### config.mk
export PLATFORM = sky130hd
export DESIGN_NAME = proportional_pressure_pwm_controller_flat
export DESIGN_NICKNAME = d
export VERILOG_FILES = /design/src/ppwm_pkg.sv /design/src/ppwm_if.sv /design/src/proportional_pressure_pwm_controller.sv /design/src/flat_wrapper.sv
export SDC_FILE = /design/constraint.sdc
export NUM_CORES = 1
export LEC_CHECK = 0
export ABC_AREA = 1
export BUFFER_PORTS_ARGS = -buffer_cell sky130_fd_sc_hd__clkbuf_2
export CAP_MARGIN = 25
export CORE_MARGIN = 1.5
export CORE_UTILIZATION = 60
export DETAILED_ROUTE_END_ITERATION = 7
export GPL_TIMING_DRIVEN = 0
export PLACE_DENSITY_LB_ADDON = 0.05
export SYNTH_ARGS = -nofsm -noshare
export SYNTH_HDL_FRONTEND = slang
export SYNTH_SLANG_ARGS = --single-unit
### constraint.sdc
create_clock -name clk_i -period 4.79 [get_ports clk_i]
set_clock_uncertainty 0.2 [all_clocks]
set_input_delay 0.479 -clock clk_i [delete_from_list [all_inputs] [get_ports clk_i]]
set_output_delay 0.479 -clock clk_i [all_outputs]
set_load 0.02 [all_outputs]
### src/ppwm_pkg.sv
// types and constants for the proportional pressure pwm controller
// used by the output channel interface and by the top level
`timescale 1ns / 1ps

package ppwm_pkg;

  localparam int unsigned PeriodW = 8;
  localparam int unsigned LevelW  = 12;
  localparam int unsigned OffsetW = 25;
  localparam int unsigned SlopeW  = 26;
  localparam int unsigned DacW    = 16;
  localparam int unsigned FracW   = 24;
  localparam int unsigned ApbAddrW = 4;
  localparam int unsigned ApbDataW = 32;

  localparam logic [PeriodW-1:0] PeriodReset = 8'd40;
  localparam logic [LevelW-1:0]  OnLevelReset = 12'd3999;
  localparam logic [OffsetW-1:0] OffsetReset = 25'd4278190;
  localparam logic [SlopeW-1:0]  SlopeReset = 26'd4100;

  localparam logic [DacW-LevelW-1:0] DacCmd = 4'h3;

  typedef enum logic [1:0] {
    REG_PERIOD   = 2'd0,
    REG_ON_LEVEL = 2'd1,
    REG_OFFSET   = 2'd2,
    REG_SLOPE    = 2'd3
  } reg_idx_e;

  typedef enum logic [2:0] {
    ST_IDLE,
    ST_MUL_ERR,
    ST_MUL_PER,
    ST_ROUND,
    ST_FINISH
  } ctrl_state_e;

endpackage

### src/ppwm_if.sv
// valid/ready channel interfaces for the sample and result words
// depends on ppwm_pkg for field widths
`timescale 1ns / 1ps

interface ppwm_in_if #(
  parameter int unsigned SAMPLE_BITS = 10
);
  logic                   valid;
  logic                   ready;
  logic [SAMPLE_BITS-1:0] desired_sample;
  logic [SAMPLE_BITS-1:0] actual_sample;

  modport source (output valid, desired_sample, actual_sample, input ready);
  modport sink (input valid, desired_sample, actual_sample, output ready);
endinterface

interface ppwm_out_if
  import ppwm_pkg::*;
();
  logic                 valid;
  logic                 ready;
  logic [DacW-1:0]      dac_word;
  logic                 drive_on;
  logic [PeriodW-1:0]   switch_point;

  modport source (output valid, dac_word, drive_on, switch_point, input ready);
  modport sink (input valid, dac_word, drive_on, switch_point, output ready);
endinterface

### src/proportional_pressure_pwm_controller.sv
// proportional pressure controller with pwm dac output, bit-serial multiplies
// depends on ppwm_pkg and the channel interfaces in ppwm_if
//
//   channel  | dir | handshake    | word
//   in_i     | in  | valid/ready  | desired_sample, actual_sample
//   out_o    | out | valid/ready  | dac_word, drive_on, switch_point
//   apb      | in  | psel/penable | period, on_level, duty_offset, duty_slope
//
// one word steps through: accept, the serial slope-by-error multiply, the serial
// duty-by-period multiply, round, then clamp and update the pwm state; both
// multiplies share one shift-add accumulator. a new word is taken only in idle;
// the result sits in an output register, so a stalled sink holds the finish step
// until the register frees.
// reset clears the control state and loads the register reset values.
`timescale 1ns / 1ps

module proportional_pressure_pwm_controller
  import ppwm_pkg::*;
#(
  parameter int unsigned SAMPLE_BITS = 10
) (
  input  logic                clk_i,
  input  logic                rst_ni,
  ppwm_in_if.sink             in_i,
  ppwm_out_if.source          out_o,
  input  logic                psel,
  input  logic                penable,
  input  logic                pwrite,
  input  logic [ApbAddrW-1:0] paddr,
  input  logic [ApbDataW-1:0] pwdata,
  output logic [ApbDataW-1:0] prdata,
  output logic                pready
);

  localparam int unsigned ErrW = SAMPLE_BITS + 1;
  localparam int unsigned DutyW = SlopeW + ErrW + 1;
  localparam int unsigned ProdW = DutyW + PeriodW;
  localparam int unsigned UpW = ProdW - FracW;
  localparam int unsigned CntW = $clog2(ErrW + 1);
  localparam logic [ProdW-1:0] RoundBit = ProdW'(1) << (FracW - 1);

  // configuration registers
  logic [PeriodW-1:0] period_q;
  logic [LevelW-1:0]  on_level_q;
  logic [OffsetW-1:0] offset_q;
  logic [SlopeW-1:0]  slope_q;
  reg_idx_e           reg_idx;
  logic               cfg_wr;

  assign pready  = 1'b1;
  assign reg_idx = reg_idx_e'(paddr[3:2]);
  assign cfg_wr  = psel && penable && pwrite;

  always_ff @(posedge clk_i or negedge rst_ni) begin
    if (!rst_ni) begin
      period_q   <= PeriodReset;
      on_level_q <= OnLevelReset;
      offset_q   <= OffsetReset;
      slope_q    <= SlopeReset;
    end else if (cfg_wr) begin
      unique case (reg_idx)
        REG_PERIOD:   period_q   <= pwdata[PeriodW-1:0];
        REG_ON_LEVEL: on_level_q <= pwdata[LevelW-1:0];
        REG_OFFSET:   offset_q   <= pwdata[OffsetW-1:0];
        REG_SLOPE:    slope_q    <= pwdata[SlopeW-1:0];
        default:      period_q   <= period_q;
      endcase
    end
  end

  always_comb begin
    unique case (reg_idx)
      REG_PERIOD:   prdata = ApbDataW'(period_q);
      REG_ON_LEVEL: prdata = ApbDataW'(on_level_q);
      REG_OFFSET:   prdata = ApbDataW'(offset_q);
      REG_SLOPE:    prdata = {{(ApbDataW-SlopeW){slope_q[SlopeW-1]}}, slope_q};
      default:      prdata = '0;
    endcase
  end

  // datapath and control
  ctrl_state_e state_q, state_d;
  logic [ProdW-1:0]   acc_q, acc_d;
  logic [ProdW-1:0]   mcand_q, mcand_d;
  logic [ErrW-1:0]    err_q, err_d;
  logic [PeriodW-1:0] per_q, per_d;
  logic [CntW-1:0]    cnt_q, cnt_d;
  logic               pos_q, pos_d;

  // pwm state
  logic [PeriodW-1:0] tick_q, tick_d;
  logic               on_q, on_d;
  logic [LevelW-1:0]  level_q, level_d;

  // output register
  logic               out_valid_q, out_valid_d;
  logic [DacW-1:0]    dac_q, dac_d;
  logic               drive_q, drive_d;
  logic [PeriodW-1:0] switch_q, switch_d;

  logic [ProdW-1:0]   addend;
  logic [UpW-1:0]     upper;
  logic [PeriodW-1:0] thr;
  logic               out_free;
  logic               load_out;

  assign upper    = acc_q[ProdW-1:FracW];
  assign out_free = !out_valid_q || out_o.ready;

  always_comb begin
    if (!pos_q) begin
      thr = '0;
    end else if ((|upper[UpW-1:PeriodW]) || (upper[PeriodW-1:0] > period_q)) begin
      thr = period_q;
    end else begin
      thr = upper[PeriodW-1:0];
    end
  end

  always_comb begin
    state_d   = state_q;
    acc_d     = acc_q;
    mcand_d   = mcand_q;
    err_d     = err_q;
    per_d     = per_q;
    cnt_d     = cnt_q;
    pos_d     = pos_q;
    tick_d    = tick_q;
    on_d      = on_q;
    level_d   = level_q;
    load_out  = 1'b0;
    in_i.ready = 1'b0;
    addend    = '0;

    unique case (state_q)
      ST_IDLE: begin
        in_i.ready = 1'b1;
        if (in_i.valid) begin
          err_d   = {1'b0, in_i.desired_sample} - {1'b0, in_i.actual_sample};
          acc_d   = ProdW'(offset_q);
          mcand_d = {{(ProdW-SlopeW){slope_q[SlopeW-1]}}, slope_q};
          cnt_d   = CntW'(ErrW - 1);
          state_d = ST_MUL_ERR;
        end
      end
      ST_MUL_ERR: begin
        addend = err_q[0] ? mcand_q : '0;
        // top error bit carries negative weight
        if (cnt_q == '0) begin
          mcand_d = acc_q - addend;
          acc_d   = '0;
          per_d   = period_q;
          cnt_d   = CntW'(PeriodW - 1);
          state_d = ST_MUL_PER;
        end else begin
          acc_d   = acc_q + addend;
          mcand_d = mcand_q << 1;
          err_d   = err_q >> 1;
          cnt_d   = cnt_q - 1'b1;
        end
      end
      ST_MUL_PER: begin
        addend  = per_q[0] ? mcand_q : '0;
        acc_d   = acc_q + addend;
        mcand_d = mcand_q << 1;
        per_d   = per_q >> 1;
        cnt_d   = cnt_q - 1'b1;
        if (cnt_q == '0) begin
          state_d = ST_ROUND;
        end
      end
      ST_ROUND: begin
        pos_d   = !acc_q[ProdW-1] && (|acc_q);
        acc_d   = acc_q + RoundBit;
        state_d = ST_FINISH;
      end
      ST_FINISH: begin
        if (out_free) begin
          load_out = 1'b1;
          if (tick_q >= period_q) begin
            tick_d  = PeriodW'(1);
            level_d = on_level_q;
            on_d    = 1'b1;
          end else begin
            tick_d = tick_q + 1'b1;
            if (on_q && (tick_q >= thr)) begin
              level_d = '0;
              on_d    = 1'b0;
            end
          end
          state_d = ST_IDLE;
        end
      end
      default: state_d = ST_IDLE;
    endcase
  end

  always_comb begin
    out_valid_d = out_valid_q;
    dac_d       = dac_q;
    drive_d     = drive_q;
    switch_d    = switch_q;
    if (load_out) begin
      out_valid_d = 1'b1;
      dac_d       = {DacCmd, level_d};
      drive_d     = on_d;
      switch_d    = thr;
    end else if (out_o.ready) begin
      out_valid_d = 1'b0;
    end
  end

  always_ff @(posedge clk_i or negedge rst_ni) begin
    if (!rst_ni) begin
      state_q     <= ST_IDLE;
      tick_q      <= '0;
      on_q        <= 1'b1;
      level_q     <= '0;
      out_valid_q <= 1'b0;
    end else begin
      state_q     <= state_d;
      tick_q      <= tick_d;
      on_q        <= on_d;
      level_q     <= level_d;
      out_valid_q <= out_valid_d;
    end
  end

  always_ff @(posedge clk_i) begin
    acc_q    <= acc_d;
    mcand_q  <= mcand_d;
    err_q    <= err_d;
    per_q    <= per_d;
    cnt_q    <= cnt_d;
    pos_q    <= pos_d;
    dac_q    <= dac_d;
    drive_q  <= drive_d;
    switch_q <= switch_d;
  end

  assign out_o.valid        = out_valid_q;
  assign out_o.dac_word     = dac_q;
  assign out_o.drive_on     = drive_q;
  assign out_o.switch_point = switch_q;

endmodule
### src/flat_wrapper.sv
// flat-port wrapper written by rule: the top's interface ports become plain ports
module proportional_pressure_pwm_controller_flat import ppwm_pkg::*;
#(
  parameter int unsigned SAMPLE_BITS = 10
)
  (clk_i, rst_ni, psel, penable, pwrite, paddr, pwdata, prdata, pready, in_i_valid, in_i_desired_sample, in_i_actual_sample, in_i_ready, out_o_valid, out_o_dac_word, out_o_drive_on, out_o_switch_point, out_o_ready);
  ppwm_in_if #(.SAMPLE_BITS(SAMPLE_BITS)) in_i_i ();
  ppwm_out_if out_o_i ();
  input  logic clk_i;
  input  logic rst_ni;
  input  logic psel;
  input  logic penable;
  input  logic pwrite;
  input  logic [ApbAddrW-1:0] paddr;
  input  logic [ApbDataW-1:0] pwdata;
  output logic [ApbDataW-1:0] prdata;
  output logic pready;
  input wire logic [$bits(in_i_i.valid)-1:0] in_i_valid;
  input wire logic [$bits(in_i_i.desired_sample)-1:0] in_i_desired_sample;
  input wire logic [$bits(in_i_i.actual_sample)-1:0] in_i_actual_sample;
  output wire logic [$bits(in_i_i.ready)-1:0] in_i_ready;
  output wire logic [$bits(out_o_i.valid)-1:0] out_o_valid;
  output wire logic [$bits(out_o_i.dac_word)-1:0] out_o_dac_word;
  output wire logic [$bits(out_o_i.drive_on)-1:0] out_o_drive_on;
  output wire logic [$bits(out_o_i.switch_point)-1:0] out_o_switch_point;
  input wire logic [$bits(out_o_i.ready)-1:0] out_o_ready;
  assign in_i_i.valid = in_i_valid;
  assign in_i_i.desired_sample = in_i_desired_sample;
  assign in_i_i.actual_sample = in_i_actual_sample;
  assign in_i_ready = in_i_i.ready;
  assign out_o_valid = out_o_i.valid;
  assign out_o_dac_word = out_o_i.dac_word;
  assign out_o_drive_on = out_o_i.drive_on;
  assign out_o_switch_point = out_o_i.switch_point;
  assign out_o_i.ready = out_o_ready;
  proportional_pressure_pwm_controller #(.SAMPLE_BITS(SAMPLE_BITS)) u_core (.clk_i(clk_i), .rst_ni(rst_ni), .in_i(in_i_i), .out_o(out_o_i), .psel(psel), .penable(penable), .pwrite(pwrite), .paddr(paddr), .pwdata(pwdata), .prdata(prdata), .pready(pready));
endmodule
==> results.tsv <==
metric	value	unit
Initial Utilization	0.606	
clock latency on the worst-skew pair	0.56	ns
Worst Path Required	4.89	ns
vias in the first global route	25400	
highest routed layer	met5	
Startpoint Class	register	
M1 WL	35.8	mm
HP Class	in -> reg	
Die Y	203	um
routed length on met2	43.0	mm
first-pass GRT wire length	147	mm
crit end category	register	
register area share after synthesis	0.273	
combinational family with the most area after synthesis	simple AND/OR/NAND/NOR gates	
final antenna-violating net count	0	
deepest clock path buffer count	3	
Final Worst Setup Slack	-0.0597	ns
pwr dens	852	nW/um2
leakage	14.6	nW
share of cells above drive strength 1	0.0768	
Overall Global Routing Usage	0.478	
initial DRC count	3759	
placed cells	4585	
Synth Instances	3944	
multiplexer share of the synthesized area	0.00188	
GP Congestion	1.05	
Syn Std Cell Area	24000	um2
CTS resizes	0	
largest net degree at the start of global routing	57	
root buf cell	clkbuf_16	
Vias/cell	5.88	
number of hold buffers added after CTS	17	
Final nets	4344	
Slew HR	0.310	
remaining global-route overflow	0	
CP max-delay cell	clkbuf_1	
Remaining DRCs	3	
Sw Pwr	13.3	mW
commonest non-fill, non-tap cell in the layout	nand2_1	
fmax	0.206	GHz
Cell variety after synth	51	
Total Wirelength	100	mm
CP delay by family, top	simple AND/OR/NAND/NOR gates	
fill cell count	3687	
failing checks	design-rule violations, negative setup slack	
Max Cap Viol	0	
CTS tree	built	
worst path arrival time	4.95	ns
Compound-Gate Fraction of Synth Area	0.101	
row cnt	73	
Met3 Wirelength	11.2	mm
status	complete, but fails checks	
min Tclk post-route	4.85	ns
peak supply drop	0.462	mV
clock slew at reported path FFs	0.06	ns
Yosys reg bits	233	
simple logic cell fraction of the synthesized area	0.379	
core footprint	39500	um2
Synth area leaders	nand2_1, edfxtp_1, inv_1	
Buf/Inv on CP	4	
# port buffers	109	
postcts setup bufs	0	
Syn Area/Cell	6.08	um2
DP HPWL	79.5	mm
Synth Area in XOR/XNOR	0.00949	
TritonCTS Sinks	233	
WL per Instance	21.5	um
Net Sw Frac	0.591	
Synth top area share	0.218	
final setup vio count	1	
crit path kind	reg -> reg	
post-route insts no fill	4650	
RSZ-0062 raised after global routing	no	
via count	27300	
Clk pwr share	0.093	
Main synth FF type	edfxtp_1	
internal power component	9.16	mW
Final Util	0.666	
Ys Warns	0	
crit share post-route	1.01	
Async SR Flop Fraction	0.412	
most frequent cells in the layout	nand2_1, inv_1, nand3_1, nor2_1, a21oi_1	
Area Overhead vs Synth	9.78	%
CP most frequent cell	nand2_1	
worst slew pin tran	1.03	ns
final hold violations	0	
io pins	123	
Die Footprint	41200	um2
Die W	203	um
largest area contributor in the netlist	nand2_1	
maximum fanout along the worst path	10	
combinational power share	0.703	
Crit path largest cell delay	0.77	ns
fin. max-slew vios	0	
antenna cell count	0	
initial antenna violation count	3	
Flop pwr share	0.204	
drt first pass iters	8	
Post-Synth Adder-Cell Area	0.0931	
CP cell instances	clkbuf_1 -> clkbuf_1 -> nand2_1 -> ha_1 -> buf_2 -> inv_1 -> nand2_1 -> nor2_1 -> nand2_1 -> nor3_1 -> nand3b_1 -> nand3_1 -> nand2_1 -> nand3_1 -> nand3_1	
htree depth	1	
Post-synth EDFFs	137	
CTS buffer count	26	
-- worst paths after layout --
kind	startpoint	endpoint	slack, ns	depth (start not counted)
setup / recovery	u_core.err_q[0]$_DFFE_PP_	u_core.acc_q[35]$_DFFE_PP_	-0.06	15
setup reg to reg	u_core.err_q[0]$_DFFE_PP_	u_core.acc_q[35]$_DFFE_PP_	-0.06	15
hold / removal	pwdata[14]	u_core.offset_q[14]$_DFFE_PN1P_	0.005	3
min in group asynchronous	rst_ni	u_core.level_q[6]$_DFF_PN0_	0.28	2
hold reg to reg	u_core.on_q$_DFF_PN1_	u_core.on_q$_DFF_PN1_	0.32	2
max in group asynchronous	rst_ni	u_core.slope_q[12]$_DFFE_PN1P_	3.34	3
-- metal layers --
metal	track usage	vias up
met5	0.00476	-
met4	0.387	10
met3	0.0811	543
met2	0.759	1996
met1	0.571	12100
li1	-	12700
-- power groups by stage --
stage / Combinational, mW / Sequential (mW) / Clock [mW]
after floorplan: 10.5 / 3.93 / 0
after global placement: 14.7 / 4.46 / 0
after detailed placement: 15.0 / 4.46 / 0
after CTS: 15.1 / 4.44 / 2.05
after global routing: 17.1 / 4.53 / 2.13
final: 15.8 / 4.57 / 2.09
-- worst reg2reg max path, delay by kind of cell (launching register included) --
kind                       cells  cell delay (ns)
adders and majority gates      1             0.33
buffers and inverters          4             1.81
DFF                            1             0.34
and+or+nand+nor               10             1.93
-- stage by stage --
| step | power, mW | TNS (ns) | area (um2) | worst slack (ns) | hold slack (ns) |
|---|---|---|---|---|---|
| 2_1_floorplan | 14.4 | 0 | 24000 | 0.963 | -0.0166 |
| 3_3_place_gp | 19.2 | -14.76 | 25200 | -0.298 | 0.276 |
| 3_5_place_dp | 19.4 | 0 | 25300 | 0.422 | 0.294 |
| 4_1_cts | 21.6 | 0 | 26300 | 0.381 | 0.00329 |
| 5_1_grt | 23.8 | 0 | 26300 | 0.0428 | 0.0192 |
| 6_report | 22.4 | -0.0597 | 26300 | -0.0597 | 0.00482 |
-- cell type report --
class	count	area, um2	share of cell area
Timing Repair Buffer	130	785	0.0298
Clock buffer	42	840	0.0319
Multi-Input combinational cell	2841	14100	0.534
Sequential cell	233	6550	0.249
Buffer	105	513	0.0195
Inverter	768	2880	0.109
Tap cell	525	657	0.0249
Clock inverter	6	50.0	0.00190
-- sequential cells by signal, summed over array words and instances (netlist names) --
signal                     count
u_core.acc_q                  46
u_core.state_q                 3
u_core.level_q                12
u_core.out_o.drive_on          1
u_core.out_o.switch_point      8
u_core.slope_q                26
u_core.on_q                    1
u_core.offset_q               25
u_core.tick_q                  8
u_core.cnt_q                   4
u_core.per_q                   8
u_core.mcand_q                46
u_core.out_o.valid             1
u_core.pos_q                   1
u_core.on_level_q             12
u_core.out_o.dac_word         12
u_core.period_q                8
u_core.err_q                  11
-- synthesized netlist by cell type (3+ instances only) --
master / n
nor2_2: 22
nand2_2: 3
o211ai_1: 9
clkbuf_1: 35
o21a_1: 6
edfxtp_1: 137
xnor2_1: 10
ha_1: 172
nor4_1: 13
mux2_2: 4
and2_1: 7
nor3_1: 26
a21oi_1: 180
a31oi_1: 4
buf_1: 7
buf_2: 45
xor2_1: 16
a21o_1: 4
nand4_1: 50
fa_1: 4
inv_2: 23
buf_4: 16
o221ai_1: 7
a22oi_1: 19
nor2_1: 309
nand3_1: 332
inv_1: 743
o22ai_1: 15
o2111ai_1: 9
nand2_1: 1396
dfrtp_1: 70
nand3b_1: 17
o21ai_0: 148
nor3_2: 3
o21bai_1: 21
a221oi_1: 5
or2_2: 12
dfstp_2: 26
-- cell families after synthesis --
family	after synthesis
xor gates and xnor gates	26
buffers and inverters	873
and+or+nand+nor	2197
muxes	4
adders and majority gates	176
AOI/OAI and AO/OA	433
DFF	233
other	2
No activity file was read; power rests on OpenSTA's default activity.
